--- config.mk ---
export PLATFORM = sky130hd
export DESIGN_NAME = tsk_cell
export DESIGN_NICKNAME = d
export VERILOG_FILES = /design/src/design/tsk_pkg.sv /design/src/design/tsk_cell.sv
export SDC_FILE = /design/constraint.sdc
export NUM_CORES = 1
export LEC_CHECK = 0
export ABC_AREA = 1
export BUFFER_PORTS_ARGS = -buffer_cell sky130_fd_sc_hd__clkbuf_2
export CORE_MARGIN = 5
export CORE_UTILIZATION = 45
export CTS_CLUSTER_DIAMETER = 60
export DETAILED_ROUTE_END_ITERATION = 8
export GPL_TIMING_DRIVEN = 0
export PLACE_DENSITY = 0.65
export SETUP_SLACK_MARGIN = 0.1
export SLEW_MARGIN = 20
export SYNTH_ARGS = -nofsm -noshare
export SYNTH_HDL_FRONTEND = slang
export SYNTH_SLANG_ARGS = --single-unit
--- constraint.sdc ---
create_clock -name clk_i -period 1.55 [get_ports clk_i]
set_input_delay 0.0775 -clock clk_i [delete_from_list [all_inputs] [get_ports clk_i]]
set_output_delay 0.0775 -clock clk_i [all_outputs]
set_load 0.01 [all_outputs]
--- src/design/tsk_pkg.sv ---
// ----------------------------------------------------------------------------
// tsk_pkg
// Shared types and constants for the tricycle steering kinematics block.
// ----------------------------------------------------------------------------
`default_nettype none

package tsk_pkg;

  // Field widths
  localparam int unsigned LinW   = 16;
  localparam int unsigned YawW   = 16;
  localparam int unsigned BaseW  = 12;
  localparam int unsigned SpeedW = 19;
  localparam int unsigned AngleW = 15;

  // CORDIC datapath widths: x/y carry 16 fraction bits, z is 1/65536 centidegree
  localparam int unsigned FracW  = 16;
  localparam int unsigned XyW    = 37;
  localparam int unsigned ZW     = 32;
  localparam int unsigned MaxStages = 24;

  // Reset value of the wheel base register, mm
  localparam logic [BaseW-1:0] BaseReset = 12'd500;

  // floor((n + 500) * Recip1000 >> Recip1000Shift) == round(n / 1000) for n < 2^28
  localparam logic [28:0] Recip1000      = 29'd274877907;
  localparam int unsigned Recip1000Shift = 38;
  localparam logic [28:0] HalfThousand   = 29'd500;

  // CORDIC gain correction 0.6072529350 in Q30, rounded away at bit 46
  localparam logic [29:0] GainQ30   = 30'd652032874;
  localparam int unsigned GainShift = 46;

  // Steering angle saturation, centidegrees
  localparam logic [13:0] AngleLimit = 14'd9000;

  // Speed saturation bounds
  localparam logic signed [20:0] SpeedMax = 21'sd262143;
  localparam logic signed [20:0] SpeedMin = -21'sd262144;

  // atan(2^-i) in units of 1/65536 centidegree
  localparam logic [29:0] AtanTab [MaxStages] = '{
    30'd294912000, 30'd174096719, 30'd91987925, 30'd46694507, 30'd23437865,
    30'd11730358,  30'd5866610,   30'd2933484,  30'd1466764,  30'd733385,
    30'd366693,    30'd183346,    30'd91673,    30'd45837,    30'd22918,
    30'd11459,     30'd5730,      30'd2865,     30'd1432,     30'd716,
    30'd358,       30'd179,       30'd90,       30'd45
  };

  // Vector state handed from cell to cell
  typedef struct packed {
    logic signed [XyW-1:0] x;
    logic signed [XyW-1:0] y;
    logic signed [ZW-1:0]  z;
    logic                  rev;   // driving backward, speed gets negated
    logic                  zero;  // null command, force both results to zero
  } cord_t;

endpackage

`default_nettype wire

--- src/design/tsk_cell.sv ---
// ----------------------------------------------------------------------------
// tsk_cell
// One CORDIC vectoring rotation, registered, handed to the next cell.
// ----------------------------------------------------------------------------
`default_nettype none

module tsk_cell import tsk_pkg::*; #(
  parameter int unsigned Stage = 0
) (
  input  wire logic  clk_i,
  input  wire logic  rst_ni,
  input  wire logic  en_i,
  input  wire logic  valid_i,
  input  wire cord_t cord_i,
  output logic       valid_o,
  output cord_t      cord_o
);

  logic                   valid_q;
  cord_t                  cord_q;
  cord_t                  cord_d;
  logic signed [XyW-1:0]  dx;
  logic signed [XyW-1:0]  dy;
  logic signed [ZW-1:0]   da;

  // Rotate toward the x axis by atan(2^-Stage)
  always_comb begin
    dx     = cord_i.y >>> Stage;
    dy     = cord_i.x >>> Stage;
    da     = $signed({{(ZW-30){1'b0}}, AtanTab[Stage]});
    cord_d = cord_i;
    if (!cord_i.y[XyW-1]) begin
      cord_d.x = cord_i.x + dx;
      cord_d.y = cord_i.y - dy;
      cord_d.z = cord_i.z + da;
    end else begin
      cord_d.x = cord_i.x - dx;
      cord_d.y = cord_i.y + dy;
      cord_d.z = cord_i.z - da;
    end
  end

  always_ff @(posedge clk_i or negedge rst_ni) begin
    if (!rst_ni) begin
      valid_q <= 1'b0;
    end else if (en_i) begin
      valid_q <= valid_i;
    end
  end

  always_ff @(posedge clk_i) begin
    if (en_i) begin
      cord_q <= cord_d;
    end
  end

  assign valid_o = valid_q;
  assign cord_o  = cord_q;

endmodule

`default_nettype wire

==> results.yml <==
run_status:
  status: "complete, but fails checks"
  violations: "negative setup slack"
logic_synthesis:
  ys_seq_elements: 108
  synth.most_common_cell: "nand2_1"
  synth.net_count: 2077
  yosys_warnings: 0
  ys.flop_type: "edfxtp_1"
  ys_seq_area_share_pct: 26.5
  netlist_area_sq_um: 12200
  synth_area_leaders: "edfxtp_1, nand2_1, ha_1"
  async_flop_share_pct: 0.926
  synth-edff-count: 107
  syn-instance-count: 1833
  ys_types: 48
  synth_top_area_share_pct: 26.3
  syn_area_per_cell_sq_um: 6.66
  synthTopCellsByCount: "nand2_1, inv_1, nand3_1"
  synth_top_area_cell: "edfxtp_1"
clocking:
  cts_tree: "done"
  cts_made_buffers: 9
  ctsLongestPathBuffers: 2
  htree_levels: 3
  clk_pin_slew_worst_paths_ps: 80
  clock_sinks: 108
  clock_latency_ps: 350
  clock-root-buffer: "clkbuf_16"
place:
  dp_hpwl_um: 39500
  post-place-ws_ps: -932
  io_buffers: 220
  gp_congestion: 0.996
timing:
  setup_viol: 50
  rsz0062_at_grt: "true"
  period_share_pct: 113
  max_freq_mhz: 573
  max_slew_margin_pct: 39.6
  finalSetupTns_ps: -5020
  period_needed_ps: 1750
  timing.final.ws_setup_ps: -196
  finalHoldViolCount: 0
  drv_slew: 0
  tightestPinTransition_ps: 906
  finalClockSkew_ps: 0
floorplan:
  core_sq_um: 26800
  start_util_pct: 45.6
  ios: 221
  die_w_um: 175
  die_y_um: 175
  rows: 60
  die-area_sq_um: 30500
cells_and_area:
  multi_input_area_sq_um: 11500
  drive_gt1_share_pct: 53.8
  area_growth_pct: 69.6
  n_fill_cell: 1926
  nets: 2473
  regArea_sq_um: 3240
setup_path:
  required_ps: 1600
  critical_path_class: "in -> reg"
  startpoint: "cord_i[71]"
  end_kind: "flip-flop"
  cp-endpoint: "cord_o[91]"
  worst_ep_arrival_time_ps: 1800
  r2r_cells: 1
  start_kind: "primary input"
  crit_fanout: 4
  r2r-start: "valid_o"
  worst_r2r_endpoint: "valid_o"
  regToRegSetupSlack_ps: 800
global_routing:
  grt_pass1_wl_um: 75300
  grt_overflow: 0
  grt_max_degree: 85
  grt_pass1_vias: 13500
  antenna_found_initial: 0
  grt.total_usage_pct: 31.6
power:
  p_leak_nw: 9.69
  vdd_drop_max_uv: 650
  power.density_nw_per_um2: 690
worst_hold_path:
  hold_class: "in -> async"
route:
  wl_per_cell_um: 20.6
  antenna_left: 0
  num_vias: 14300
  drcViolationCount: 0
  first_iter_violations: 1364
  wirelength_um: 53100
  via_per_inst: 5.54
  dr.pass1.iters: 8
flow_run:
  maxCapViolCount: 0
[routing by layer]
layer | GRT usage, % | vias to the layer above | share of wire [%]
met4 | 9.03 | 0 | 3.2
met5 | 0 | - | 0
met1 | 42.7 | 6719 | 41
met3 | 7.79 | 139 | 11
met2 | 50.6 | 786 | 45
li1 | - | 6639 | -
[power by group]
part	total, mW	switching [mW]	internal (mW)
registers	3.84	0.120	3.72
logic	8.11	4.88	3.23
clock network	2.35	1.23	1.12
total	14.3	6.23	8.07
[flip-flops by register name, summed over array words and instances, names as in the netlist]
signal   flops
cord_o     107
valid_o      1
[metrics by stage]
step                std cells  power [mW]  utilization (%)  hold slack (ps)  instance area [sq um]
finish                   2576        14.3             77.3             52.1                  20700
global route             2575        14.9             77.3             39.8                  20700
CTS                      2530        13.1             69.8             33.4                  18700
detailed placement       2395        9.41             57.3             -124                  15400
global placement         2394        9.34             57.1             -126                  15300
floorplan                1833        7.50                -             -218                  13800
[timing repair]
| item | CTS | global route |
|---|---|---|
| buffers inserted | 97 | 44 |
| pin swaps | 163 | 222 |
| setup endpoints to repair | 76 | 72 |
| endpoints found under the hold margin | 22 | 0 |
| gates cloned | 1 | 2 |
| hold buffers | 22 | 0 |
| gates resized for setup | 489 | 414 |
[worst min-delay path by stage]
stage                 from      end  slack, ps  depth (start not counted)
floorplan           rst_ni  valid_o       -220                          0
global placement    rst_ni  valid_o       -130                          1
global route        rst_ni  valid_o         40                          2
finish              rst_ni  valid_o         50                          2
CTS                 rst_ni  valid_o         30                          2
detailed placement  rst_ni  valid_o       -120                          1
[cells in the final DEF, fill, tap and decap left out, types with 17 or more instances in the layout]
cell type,instances
clkbuf_16,19
xor2_1,24
a21oi_1,32
inv_1,215
inv_4,34
nand2_8,17
nand2_2,165
nand2_1,307
nand3_1,93
dlygate4sd3_1,22
o21ai_2,29
nand2_4,76
nor2_2,39
o21ai_0,24
buf_12,31
a21oi_4,48
inv_2,45
buf_8,19
o21ai_1,31
a21oi_2,52
nor2_1,43
nor2_4,73
buf_4,105
edfxtp_1,107
nand3_2,53
ha_4,39
ha_1,88
clkbuf_2,182
buf_6,41
[worst max-delay path, stage by stage]
cell and delay, ps:
clkbuf_16 120, buf_12 110, inv_12 30, ha_4 150, fa_2 370, inv_4 120, nand2_4 60, nand3_4 100
buf_6 130, nand3_4 70, nand3_4 160, xor2_2 170, o21ai_2 130
[kinds of logic (layout without fill, tap and decap cells)]
| group | count (synthesis) | in the layout | share of synthesized area, % |
|---|---|---|---|
| AO/OA/AOI/OAI | 274 | 274 | 12.4 |
| XOR/XNOR | 44 | 44 | 3.22 |
| adder cells (fa/ha/maj) | 132 | 132 | 13.8 |
| buffers and inverters | 360 | 761 | 12.2 |
| flip-flops | 108 | 108 | 26.5 |
| multiplexers | 2 | 2 | 0.174 |
| other | 0 | 1 | 0 |
| AND/OR/NAND/NOR | 913 | 913 | 31.7 |
[layout make-up]
cell class,instances,share of cell area [%]
Antenna cell,1,0.0121
Buffer,48,3.32
Clock buffer,9,1.09
Clock inverter,7,0.308
Inverter,311,6.76
Multi-Input combinational cell,1365,55.7
Sequential cell,108,15.6
Tap cell,341,2.06
Timing Repair Buffer,386,15.1
Note: power is estimated with default switching activity, not from simulation.
