===== src/design/tsk_pkg.sv =====
// ----------------------------------------------------------------------------
// tsk_pkg
// Shared types and constants for the tricycle steering kinematics block.
// ----------------------------------------------------------------------------
`default_nettype none

package tsk_pkg;

  // Field widths
  localparam int unsigned LinW   = 16;
  localparam int unsigned YawW   = 16;
  localparam int unsigned BaseW  = 12;
  localparam int unsigned SpeedW = 19;
  localparam int unsigned AngleW = 15;

  // CORDIC datapath widths: x/y carry 16 fraction bits, z is 1/65536 centidegree
  localparam int unsigned FracW  = 16;
  localparam int unsigned XyW    = 37;
  localparam int unsigned ZW     = 32;
  localparam int unsigned MaxStages = 24;

  // Reset value of the wheel base register, mm
  localparam logic [BaseW-1:0] BaseReset = 12'd500;

  // floor((n + 500) * Recip1000 >> Recip1000Shift) == round(n / 1000) for n < 2^28
  localparam logic [28:0] Recip1000      = 29'd274877907;
  localparam int unsigned Recip1000Shift = 38;
  localparam logic [28:0] HalfThousand   = 29'd500;

  // CORDIC gain correction 0.6072529350 in Q30, rounded away at bit 46
  localparam logic [29:0] GainQ30   = 30'd652032874;
  localparam int unsigned GainShift = 46;

  // Steering angle saturation, centidegrees
  localparam logic [13:0] AngleLimit = 14'd9000;

  // Speed saturation bounds
  localparam logic signed [20:0] SpeedMax = 21'sd262143;
  localparam logic signed [20:0] SpeedMin = -21'sd262144;

  // atan(2^-i) in units of 1/65536 centidegree
  localparam logic [29:0] AtanTab [MaxStages] = '{
    30'd294912000, 30'd174096719, 30'd91987925, 30'd46694507, 30'd23437865,
    30'd11730358,  30'd5866610,   30'd2933484,  30'd1466764,  30'd733385,
    30'd366693,    30'd183346,    30'd91673,    30'd45837,    30'd22918,
    30'd11459,     30'd5730,      30'd2865,     30'd1432,     30'd716,
    30'd358,       30'd179,       30'd90,       30'd45
  };

  // Vector state handed from cell to cell
  typedef struct packed {
    logic signed [XyW-1:0] x;
    logic signed [XyW-1:0] y;
    logic signed [ZW-1:0]  z;
    logic                  rev;   // driving backward, speed gets negated
    logic                  zero;  // null command, force both results to zero
  } cord_t;

endpackage

`default_nettype wire


===== src/design/tsk_front.sv =====
// ----------------------------------------------------------------------------
// tsk_front
// Lateral term yaw * base / 1000, reverse mirroring and CORDIC operand setup.
// ----------------------------------------------------------------------------
`default_nettype none

module tsk_front import tsk_pkg::*; (
  input  wire logic                    clk_i,
  input  wire logic                    rst_ni,
  input  wire logic                    en_i,
  input  wire logic                    valid_i,
  input  wire logic signed [LinW-1:0]  lin_i,
  input  wire logic signed [YawW-1:0]  yaw_i,
  input  wire logic [BaseW-1:0]        base_i,
  output logic                         valid_o,
  output cord_t                        cord_o
);

  // Stage 0 registers: raw product
  logic                    v0_q;
  logic signed [28:0]      prod_q;
  logic signed [LinW-1:0]  lin0_q;

  // Stage 1 registers: rounded lateral magnitude
  logic                    v1_q;
  logic [17:0]             lat_mag_q;
  logic                    lat_neg_q;
  logic signed [LinW-1:0]  lin1_q;

  // Stage 2 registers: CORDIC operands
  logic                    v2_q;
  cord_t                   cord_q;

  logic signed [12:0]      base_s;
  logic signed [28:0]      prod_d;
  logic [27:0]             prod_mag;
  logic [28:0]             num;
  logic [57:0]             recip_prod;
  logic                    rev;
  logic signed [16:0]      lin_ext;
  logic signed [16:0]      x0;
  logic signed [18:0]      lat_s;
  logic signed [18:0]      y0;
  cord_t                   cord_d;

  // Multiply yaw rate by wheel base
  assign base_s = $signed({1'b0, base_i});
  assign prod_d = yaw_i * base_s;

  // Divide magnitude by 1000 with rounding, via reciprocal multiply
  assign prod_mag   = prod_q[28] ? 28'(-prod_q) : 28'(prod_q);
  assign num        = {1'b0, prod_mag} + HalfThousand;
  assign recip_prod = num * Recip1000;

  // Mirror both terms in reverse, scale into the CORDIC format
  always_comb begin
    rev     = lin1_q[LinW-1];
    lin_ext = {lin1_q[LinW-1], lin1_q};
    x0      = rev ? -lin_ext : lin_ext;
    lat_s   = lat_neg_q ? -$signed({1'b0, lat_mag_q}) : $signed({1'b0, lat_mag_q});
    y0      = rev ? -lat_s : lat_s;
    cord_d.x    = {{(XyW-FracW-17){x0[16]}}, x0, {FracW{1'b0}}};
    cord_d.y    = {{(XyW-FracW-19){y0[18]}}, y0, {FracW{1'b0}}};
    cord_d.z    = '0;
    cord_d.rev  = rev;
    cord_d.zero = (x0 == 17'sd0) && (y0 == 19'sd0);
  end

  // Advance the valid bits
  always_ff @(posedge clk_i or negedge rst_ni) begin
    if (!rst_ni) begin
      v0_q <= 1'b0;
      v1_q <= 1'b0;
      v2_q <= 1'b0;
    end else if (en_i) begin
      v0_q <= valid_i;
      v1_q <= v0_q;
      v2_q <= v1_q;
    end
  end

  // Advance the payload
  always_ff @(posedge clk_i) begin
    if (en_i) begin
      prod_q    <= prod_d;
      lin0_q    <= lin_i;
      lat_mag_q <= recip_prod[Recip1000Shift +: 18];
      lat_neg_q <= prod_q[28];
      lin1_q    <= lin0_q;
      cord_q    <= cord_d;
    end
  end

  assign valid_o = v2_q;
  assign cord_o  = cord_q;

endmodule

`default_nettype wire


===== config.mk =====
export PLATFORM = sky130hd
export DESIGN_NAME = tsk_front
export DESIGN_NICKNAME = d
export VERILOG_FILES = /design/src/design/tsk_pkg.sv /design/src/design/tsk_front.sv
export SDC_FILE = /design/constraint.sdc
export NUM_CORES = 1
export LEC_CHECK = 0
export BUFFER_PORTS_ARGS = -buffer_cell sky130_fd_sc_hd__buf_2
export CAP_MARGIN = 10
export CORE_UTILIZATION = 53
export CTS_CLUSTER_DIAMETER = 50
export DETAILED_ROUTE_END_ITERATION = 10
export HOLD_SLACK_MARGIN = 0.02
export PLACE_DENSITY = 0.74
export SLEW_MARGIN = 20
export SYNTH_ARGS = -nofsm -noshare
export SYNTH_HDL_FRONTEND = slang
export SYNTH_SLANG_ARGS = --single-unit

===== constraint.sdc =====
create_clock -name clk_i -period 9.7 [get_ports clk_i]
set_input_delay 0.485 -clock clk_i [delete_from_list [all_inputs] [get_ports clk_i]]
set_output_delay 0.485 -clock clk_i [all_outputs]
set_load 0.03 [all_outputs]

==> results.ini <==
[worst_hold_path]
hp-class=primary input to register

[critical_path]
crit_slowest_cell=or4_1
endpoint_kind=register
arrival_ns=9.64
worstSetupPathType=register to register
path_buf_inv=7
cp_data_required_time_ns=9.90
worst_setup_path_start_kind=register
path_common_cell=fa_1
critPathMaxFanout=6
max_stage_delay_ns=0.61
crit_family=adder cells

[drt]
drtIter0Drc=1138
wl_met3_um=2890
wirelength_um=60300
drt-met1-wl_um=25700
dr.pass1.iters=5
maxUsedRoutingLayer=met4
final_antenna_net_count=0
via_per_inst=5.41
wl_met2_um=30300
drcViolationCount=0
dr_total_vias=18300
wl_per_cell_um=17.8

[finish]
nNetsFinal=3622
drive_above_1_share_pct=9.50
syn_to_final_growth_pct=8.20

[floorplanning]
coreArea_sq_um=49200
placementRows=81
dieArea_sq_um=50900
pin_count=157
die_h_um=226
die_x_um=226
initial_utilization_pct=54.0

[clocking]
numCtsBuffers=17
cts_buffer_depth=2
cts-root-buf=clkbuf_16
clk_pin_slew_ns=0.06
h-tree-depth=4
cts_tree=done
cts_sinks=121
clk_latency_ns=0.45

[sta]
clock_skew_ns=0.00902
maxSlewHeadroom_pct=29.4
fmax_ghz=0.106
hold_ws_ns=0.209
post-route-min-period_ns=9.44
setup_viol=0
hold_viol_final=0
maxSlewViolCount=0
worst_pin_slew_ns=1.06
fin_crit_sh_pct=97.3

[place]
routabilityCongestion=0.981
port_buffers=92
dp_hpwl_um=52100

[yosys]
synth_warnings=0
synth_cell_types=80
syn_area_sq_um=26500
avgSynthCellArea_sq_um=10.3
synth_edf_count=118
seq_area_frac_synth_pct=13.6
synthCells=2585
ys.flop_type=edfxtp_1
ys_async_sr_fraction_pct=2.48
yosys_register_bits=121

[global_routing]
grt_max_degree=74
antenna_found_initial=2
grt-ovfl-total=0
grt_pass1_wl_um=98700
first_global_vias=19500
grt_use_total_pct=24.8

[flow_run]
drv_cap=0

[run_status]
outcome=complete, no violations

## synthesized netlist by cell type, drive strengths merged (4+ instances only)
master | count | area share (%)
xnor2 | 90 | 3.0
and2 | 108 | 2.5
o22ai | 6 | 0.14
nor4 | 18 | 0.50
inv | 549 | 7.8
nand4 | 18 | 0.42
ha | 428 | 20
or3 | 18 | 0.42
mux2i | 4 | 0.15
a31oi | 7 | 0.17
edfxtp | 118 | 13
a221o | 4 | 0.15
a21o | 40 | 1.1
buf | 77 | 2.1
and3 | 10 | 0.24
a21oi | 52 | 0.98
nor2b | 7 | 0.17
fa | 443 | 33
xor2 | 52 | 1.7
o21a | 18 | 0.51
and4 | 4 | 0.13
nor3 | 20 | 0.38
a211oi | 10 | 0.30
nand2b | 7 | 0.17
clkbuf | 61 | 0.87
nand3 | 18 | 0.34
nor4b | 6 | 0.25
or2 | 11 | 0.26
a221oi | 4 | 0.13
nand2 | 144 | 2.0
o41ai | 16 | 0.56
or4 | 13 | 0.40
nor2 | 57 | 0.81
o211ai | 6 | 0.17
a21boi | 5 | 0.14
a41oi | 4 | 0.13
o21ai | 50 | 0.94
mux2 | 4 | 0.17
o21bai | 7 | 0.20
a32oi | 4 | 0.13
o31ai | 14 | 0.40
## metal layers
layer / track usage (%) / vias up
li1: - / 8505
met1: 32.2 / 9217
met2: 42.8 / 484
met3: 3.14 / 78
met4: 7.90 / 0
met5: 0 / -
## stage by stage
| stage | setup WS [ns] | TNS, ns | util, % | instance area (sq um) | std cells |
|---|---|---|---|---|---|
| floorplan | 0.116 | 0 | - | 26800 | 2649 |
| global placement | -0.124 | -0.458 | 56.7 | 27900 | 3342 |
| detailed placement | -0.207 | -1.09 | 56.7 | 27900 | 3342 |
| CTS | 0.0385 | 0 | 58.0 | 28500 | 3375 |
| global route | -0.0608 | -0.0608 | 58.4 | 28700 | 3382 |
| finish | 0.262 | 0 | 58.4 | 28700 | 3382 |
## logic make-up (layout without fill, tap and decap cells)
| family | count (synthesis) | after routing | share of synthesized area [%] |
|---|---|---|---|
| adder cells (fa/ha/maj) | 871 | 871 | 53.6 |
| buffers and inverters | 687 | 754 | 10.8 |
| other | 1 | 67 | 0.0141 |
| AND/OR/NAND/NOR | 472 | 472 | 9.51 |
| flip-flops | 121 | 121 | 13.6 |
| AO/OA/AOI/OAI | 283 | 283 | 7.44 |
| XOR/XNOR | 142 | 142 | 4.69 |
| multiplexers | 8 | 8 | 0.321 |
## path summary, 6_finish.rpt
kind / endpoint / start / slack (ns) / cells after the start
max in group asynchronous: valid_o$_DFFE_PN0P_ / rst_ni / 9.23 / 2
min in group asynchronous: v0_q$_DFFE_PN0P_ / rst_ni / 0.36 / 2
worst min register to register: lin1_q[14]$_DFFE_PP_ / lin0_q[14]$_DFFE_PP_ / 0.42 / 0
worst max register to register: lat_mag_q[15]$_DFFE_PP_ / prod_q[8]$_DFFE_PP_ / 0.26 / 31
worst min-delay path: lin0_q[5]$_DFFE_PP_ / lin_i[5] / 0.21 / 1
worst max-delay path: lat_mag_q[15]$_DFFE_PP_ / prod_q[8]$_DFFE_PP_ / 0.26 / 31
## state kept, by name (all words and copies together), names as in the netlist
register / flops
cord_o: 38
lat_mag_q: 18
lat_neg_q: 1
lin0_q: 16
lin1_q: 16
prod_q: 29
v0_q: 1
v1_q: 1
valid_o: 1
## what timing repair did
action	4_1_cts	5_1_grt
setup endpoints to repair	10	15
hold buffers	1	0
pin swaps	0	6
endpoints found under the hold margin	3	0
resized for setup	3	29
setup buffers	0	5
## final cells by class
cell class                      instances  area [sq um]
Antenna cell                            2          5.00
Clock buffer                           17           425
Clock inverter                         15           189
Fill cell                            4074         20500
Inverter                              549          2060
Multi-Input combinational cell       1841         20500
Sequential cell                       121          3620
Tap cell                              664           831
Timing Repair Buffer                  173          1100
## worst reg2reg max path: cells and delay by family, from the launching register on
kind,cells,cell delay (ns)
buffers and inverters,7,0.95
XOR/XNOR,3,0.50
adder cells (fa/ha/maj),9,4.01
flip-flops,1,0.54
AND/OR/NAND/NOR,2,0.76
AO/OA/AOI/OAI,10,2.38
## cells in the final DEF, fill, tap and decap left out, types with 10 or more instances in the layout
cell,synthesis,routed
or4_1,11,10
o31ai_1,14,13
ha_1,428,427
o21a_1,18,18
nor3_1,20,20
buf_2,2,91
xnor2_1,90,83
conb_1,1,65
o21ai_0,48,47
fa_1,443,443
or2_2,11,11
a21oi_1,52,52
o41ai_1,15,14
nand4_1,18,18
buf_4,70,79
and2_1,108,108
and3_1,10,10
or3_1,18,18
a21o_1,40,40
inv_1,549,547
nand3_1,18,18
xor2_1,52,52
nand2_1,144,144
nor2_1,57,57
clkbuf_16,0,17
edfxtp_1,118,118
nor4_1,16,14
Power is not shown: default switching activity piles up to over one toggle a cycle in this logic, so the estimate is an artifact.
