==> src/design/tsk_pkg.sv <==
// ----------------------------------------------------------------------------
// tsk_pkg
// Shared types and constants for the tricycle steering kinematics block.
// ----------------------------------------------------------------------------
`default_nettype none

package tsk_pkg;

  // Field widths
  localparam int unsigned LinW   = 16;
  localparam int unsigned YawW   = 16;
  localparam int unsigned BaseW  = 12;
  localparam int unsigned SpeedW = 19;
  localparam int unsigned AngleW = 15;

  // CORDIC datapath widths: x/y carry 16 fraction bits, z is 1/65536 centidegree
  localparam int unsigned FracW  = 16;
  localparam int unsigned XyW    = 37;
  localparam int unsigned ZW     = 32;
  localparam int unsigned MaxStages = 24;

  // Reset value of the wheel base register, mm
  localparam logic [BaseW-1:0] BaseReset = 12'd500;

  // floor((n + 500) * Recip1000 >> Recip1000Shift) == round(n / 1000) for n < 2^28
  localparam logic [28:0] Recip1000      = 29'd274877907;
  localparam int unsigned Recip1000Shift = 38;
  localparam logic [28:0] HalfThousand   = 29'd500;

  // CORDIC gain correction 0.6072529350 in Q30, rounded away at bit 46
  localparam logic [29:0] GainQ30   = 30'd652032874;
  localparam int unsigned GainShift = 46;

  // Steering angle saturation, centidegrees
  localparam logic [13:0] AngleLimit = 14'd9000;

  // Speed saturation bounds
  localparam logic signed [20:0] SpeedMax = 21'sd262143;
  localparam logic signed [20:0] SpeedMin = -21'sd262144;

  // atan(2^-i) in units of 1/65536 centidegree
  localparam logic [29:0] AtanTab [MaxStages] = '{
    30'd294912000, 30'd174096719, 30'd91987925, 30'd46694507, 30'd23437865,
    30'd11730358,  30'd5866610,   30'd2933484,  30'd1466764,  30'd733385,
    30'd366693,    30'd183346,    30'd91673,    30'd45837,    30'd22918,
    30'd11459,     30'd5730,      30'd2865,     30'd1432,     30'd716,
    30'd358,       30'd179,       30'd90,       30'd45
  };

  // Vector state handed from cell to cell
  typedef struct packed {
    logic signed [XyW-1:0] x;
    logic signed [XyW-1:0] y;
    logic signed [ZW-1:0]  z;
    logic                  rev;   // driving backward, speed gets negated
    logic                  zero;  // null command, force both results to zero
  } cord_t;

endpackage

`default_nettype wire

==> src/design/tsk_post.sv <==
// ----------------------------------------------------------------------------
// tsk_post
// Gain correction of the magnitude, angle rounding, sign and saturation.
// ----------------------------------------------------------------------------
`default_nettype none

module tsk_post import tsk_pkg::*; (
  input  wire logic                    clk_i,
  input  wire logic                    rst_ni,
  input  wire logic                    en_i,
  input  wire logic                    valid_i,
  input  wire cord_t                   cord_i,
  output logic                         valid_o,
  output logic signed [SpeedW-1:0]     speed_o,
  output logic signed [AngleW-1:0]     angle_o
);

  // Stage P1: split gain products and rounded angle magnitude
  logic                 v1_q;
  logic [47:0]          ph_q;
  logic [47:0]          pl_q;
  logic [13:0]          ang_q;
  logic                 zneg_q;
  logic                 rev_q;
  logic                 zero_q;

  // Stage P2: final results
  logic                       v2_q;
  logic signed [SpeedW-1:0]   speed_q;
  logic signed [AngleW-1:0]   angle_q;

  logic [XyW-2:0]       xc;
  logic [ZW-1:0]        az;
  logic [ZW:0]          az_rnd;
  logic [15:0]          ang_mag;
  logic [13:0]          ang_d;
  logic [65:0]          sum;
  logic [19:0]          spd;
  logic signed [20:0]   spd_s;
  logic signed [SpeedW-1:0] speed_d;
  logic signed [AngleW-1:0] angle_d;

  // Clamp x at zero, round |z| to centidegrees and limit it
  always_comb begin
    xc      = cord_i.x[XyW-1] ? '0 : cord_i.x[XyW-2:0];
    az      = cord_i.z[ZW-1] ? ZW'(-cord_i.z) : ZW'(cord_i.z);
    az_rnd  = {1'b0, az} + (ZW+1)'(32768);
    ang_mag = az_rnd[FracW +: 16];
    ang_d   = (ang_mag > {2'b00, AngleLimit}) ? AngleLimit : ang_mag[13:0];
  end

  // Recombine the gain products, apply direction and saturate
  always_comb begin
    sum   = {ph_q, 18'b0} + {18'b0, pl_q} + (66'd1 << 45);
    spd   = sum[GainShift +: 20];
    spd_s = rev_q ? -$signed({1'b0, spd}) : $signed({1'b0, spd});
    if (spd_s > SpeedMax) begin
      speed_d = SpeedMax[SpeedW-1:0];
    end else if (spd_s < SpeedMin) begin
      speed_d = SpeedMin[SpeedW-1:0];
    end else begin
      speed_d = spd_s[SpeedW-1:0];
    end
    angle_d = zneg_q ? -$signed({1'b0, ang_q}) : $signed({1'b0, ang_q});
    if (zero_q) begin
      speed_d = '0;
      angle_d = '0;
    end
  end

  always_ff @(posedge clk_i or negedge rst_ni) begin
    if (!rst_ni) begin
      v1_q <= 1'b0;
      v2_q <= 1'b0;
    end else if (en_i) begin
      v1_q <= valid_i;
      v2_q <= v1_q;
    end
  end

  always_ff @(posedge clk_i) begin
    if (en_i) begin
      ph_q    <= xc[XyW-2:18] * GainQ30;
      pl_q    <= xc[17:0] * GainQ30;
      ang_q   <= ang_d;
      zneg_q  <= cord_i.z[ZW-1];
      rev_q   <= cord_i.rev;
      zero_q  <= cord_i.zero;
      speed_q <= speed_d;
      angle_q <= angle_d;
    end
  end

  assign valid_o = v2_q;
  assign speed_o = speed_q;
  assign angle_o = angle_q;

endmodule

`default_nettype wire

==> config.mk <==
export PLATFORM = sky130hd
export DESIGN_NAME = tsk_post
export DESIGN_NICKNAME = d
export VERILOG_FILES = /design/src/design/tsk_pkg.sv /design/src/design/tsk_post.sv
export SDC_FILE = /design/constraint.sdc
export NUM_CORES = 1
export LEC_CHECK = 0
export BUFFER_PORTS_ARGS = -buffer_cell sky130_fd_sc_hd__buf_2
export CAP_MARGIN = 20
export CELL_PAD_IN_SITES_DETAIL_PLACEMENT = 1
export CELL_PAD_IN_SITES_GLOBAL_PLACEMENT = 1
export CORE_UTILIZATION = 49
export DETAILED_ROUTE_END_ITERATION = 6
export GPL_ROUTABILITY_DRIVEN = 0
export PLACE_DENSITY_LB_ADDON = 0.1
export SYNTH_ARGS = -nofsm -noshare
export SYNTH_HDL_FRONTEND = slang
export SYNTH_SLANG_ARGS = --single-unit
==> constraint.sdc <==
create_clock -name clk_i -period 5.5 [get_ports clk_i]
set_input_delay 0.275 -clock clk_i [delete_from_list [all_inputs] [get_ports clk_i]]
set_output_delay 0.275 -clock clk_i [all_outputs]
set_load 0.1 [all_outputs]
==> flow_metrics.py <==
metrics = {
    "synth": {
        "synth_seq_area_share_pct": 14.9,
        "synthArstFlopShare_pct": 1.55,
        "syn_area_per_cell_um2": 9.78,
        "netlist_instances": 2649,
        "synth-edff-count": 127,
        "netlist_area_mm2": 0.0259,
        "synth-seq-cells": 129,
        "synth_cell_types": 89,
        "synth_flop_cell": "edfxtp_1",
        "yosysWarnings": 0,
        "mappedNetlistNets": 3554,
    },
    "place": {
        "dp_hpwl_mm": 80.3,
        "portBuffers": 109,
        "place_area_mm2": 0.0313,
    },
    "timing": {
        "fin_ws_ns": -1.68,
        "relSlewSlack_pct": 35.2,
        "hold_viol": 0,
        "worstMarginPinSlew_ns": 0.972,
        "min_period_over_period_pct": 131,
        "grt_setup_unrepaired": "yes",
        "clock_skew_ns": 0.0245,
        "setup_viol": 62,
        "fmax_ghz": 0.139,
        "period_needed_ns": 7.18,
        "drv_slew": 0,
    },
    "setup_path": {
        "critPathSlowestCell": "fa_1",
        "path_buf_inv": 11,
        "end_kind": "flip-flop",
        "crit_top_cell": "fa_1",
        "cpPeakStageDelay_ns": 0.80,
        "crit_type": "in2reg",
        "setup.worst_path.start_class": "input port",
        "critPathTopFamily": "adder cells",
        "arrival_ns": 7.41,
        "rr_worst_depth": 15,
        "required_ns": 5.73,
        "path_depth": 29,
        "cp_max_fo": 6,
    },
    "final_layout": {
        "syn2layout_area_growth_pct": 30.8,
        "final_cell_mix": "inv_1 (682), buf_4 (503), fa_1 (374)",
        "drive_gt1_share_pct": 31.2,
        "nets": 4213,
        "n_fill_cell": 5649,
        "final_area_mm2": 0.0339,
        "mostFrequentLayoutCell": "inv_1",
    },
    "route": {
        "drt_drc_violations_left": 0,
        "vias_per_cell": 6.21,
        "wl_mm": 127,
        "ant_nets": 0,
        "wire_per_inst_um": 31.8,
        "drt_first_pass_iters": 6,
        "drt_iter0_markers": 2536,
        "vias": 24800,
    },
    "clocking": {
        "clkSinkCount": 129,
        "htreeDepth": 4,
        "cts_buffers": 17,
        "cts_tree": "yes",
        "clock-root-buffer": "clkbuf_16",
        "cts_buffer_depth": 2,
        "clock_latency_ns": 0.49,
        "path_clk_slew_ns": 0.06,
    },
    "global_routing": {
        "grt_use_total_pct": 40.6,
        "grt_pass1_wl_mm": 161,
        "grt_max_degree": 89,
        "antenna_found_initial": 8,
        "grt-ovfl-total": 0,
        "first_global_vias": 26600,
    },
    "min_path": {
        "hold_path_depth": 2,
        "hp-class": "in2reg",
    },
    "die": {
        "coreArea_mm2": 0.0518,
        "io_pins": 147,
        "die_y_um": 232,
        "start_util_pct": 50.0,
        "die_area_mm2": 0.0538,
        "rows": 83,
        "die_w_um": 232,
    },
    "run": {
        "cap_violations": 0,
    },
    "run_status": {
        "violations": "negative setup slack",
        "status": "complete, but fails checks",
    },
}
## per-stage QoR
step | std cells | setup TNS, ns | util, % | worst slack, ns | hold slack [ns]
after floorplan | 2649 | -20.00 | - | -0.843 | -0.0206
after global placement | 3897 | -44.37 | 60.5 | -1.17 | 0.0591
after detailed placement | 3897 | -62.74 | 60.5 | -1.45 | 0.0646
after CTS | 3976 | -25.48 | 63.5 | -0.823 | 0.0120
after global routing | 4000 | -65.90 | 65.4 | -1.65 | 0.0343
final | 4002 | -65.55 | 65.4 | -1.68 | 0.0297
## worst register-to-register path: stages (launching register included)
cell and delay (ns):
edfxtp_1 0.46, ha_1 0.33, ha_1 0.41, o21ai_0 0.66
o21bai_1 0.20, a41oi_1 0.66, a21o_1 0.30, a211oi_1 0.13
o21a_1 0.24, or2_2 0.34, ha_1 0.24, o2111ai_2 0.16
nor2_1 0.11, nand4_1 0.12, a21o_1 0.60, o21ai_0 0.27
## layer usage
metal / track usage (%) / vias to the layer above / routed length [µm]
li1: - / 9784 / -
met1: 46.3 / 12300 / 43100
met2: 67.9 / 1881 / 57100
met3: 10.8 / 886 / 15000
met4: 24.9 / 8 / 12100
met5: 0 / - / 85
## area by class of cell
cell class                 count  area [µm²]  area share [%]
inverter                     740        2810            8.29
timing repair buffer         669        5040            14.9
multi-input combinational   1751       20800            61.3
tap                          680         851            2.51
sequential                   129        3860            11.4
clock inverter                12         118           0.347
antenna                        2        5.00          0.0148
clock buffer                  19         433            1.28
## worst paths after layout
check / startpoint / endpoint / slack [ns]
hold / removal: valid_i / v1_q$_DFFE_PN0P_ / 0.03
setup reg to reg: ph_q[10]$_DFFE_PP_ / speed_o[4]$_SDFFCE_PP0P_ / -0.04
setup / recovery: cord_i[107] / pl_q[45]$_DFFE_PP_ / -1.68
max in group asynchronous: rst_ni / valid_o$_DFFE_PN0P_ / 5.30
hold reg to reg: v1_q$_DFFE_PN0P_ / v1_q$_DFFE_PN0P_ / 0.51
min in group asynchronous: rst_ni / v1_q$_DFFE_PN0P_ / 0.11
## cells by family (layout without fill, tap and decap cells)
group | Yosys count | after routing | share of synthesized area (%)
AO/OA/AOI/OAI | 363 | 363 | 9.52
XOR/XNOR | 136 | 136 | 4.65
adder cells (fa/ha/maj) | 793 | 793 | 50.2
buffers and inverters | 769 | 1440 | 11.3
flip-flops | 129 | 129 | 14.9
multiplexers | 9 | 9 | 0.362
other | 0 | 2 | 0
AND/OR/NAND/NOR | 450 | 450 | 9.06
## synthesized netlist by cell type (4+ instances only)
cell type / instances / area [µm²]
a311oi_1: 4 / 35.0
and4_1: 5 / 43.8
ha_1: 381 / 4770
xnor2_1: 84 / 736
xor2_1: 50 / 438
or3_1: 7 / 43.8
a211oi_1: 14 / 105
nor3_1: 25 / 125
o211ai_1: 6 / 45.0
o21a_1: 13 / 97.6
a31oi_1: 13 / 81.3
nand3b_1: 4 / 30.0
nor2b_1: 41 / 257
nand2b_1: 46 / 288
clkbuf_1: 20 / 75.1
mux2i_1: 6 / 60.1
o21ai_2: 11 / 96.3
or2_2: 11 / 68.8
o22ai_1: 4 / 25.0
edfxtp_1: 127 / 3810
o21ai_0: 75 / 375
a21o_1: 42 / 315
nor4_1: 11 / 68.8
a2111oi_0: 4 / 35.0
o41ai_1: 4 / 35.0
a211o_1: 5 / 43.8
and3_1: 10 / 62.6
a21oi_1: 88 / 440
o31ai_1: 11 / 82.6
inv_1: 739 / 2770
o221ai_1: 5 / 43.8
fa_1: 412 / 8250
nand4_1: 24 / 150
nor2_1: 116 / 435
nand3_1: 30 / 150
nand2_1: 88 / 330
o21bai_1: 14 / 105
and2_1: 10 / 62.6
o31a_1: 6 / 52.6
## registers in the layout (all words and copies together) (netlist names)
register / cells
speed_o: 19
valid_o: 1
v1_q: 1
zero_q: 1
ph_q: 47
zneg_q: 1
rev_q: 1
pl_q: 29
ang_q: 14
angle_o: 15
## repair_timing
| item | in CTS | in global routing |
|---|---|---|
| pin swaps | 107 | 146 |
| endpoints found under the setup margin | 57 | 62 |
| gates cloned | 1 | 0 |
| buffers inserted | 57 | 43 |
| hold buffers | 3 | 0 |
| resized for setup | 153 | 196 |
| hold endpoints to repair | 4 | 0 |
Power is not shown: default switching activity piles up to over one toggle a cycle in this logic, so the estimate is an artifact.
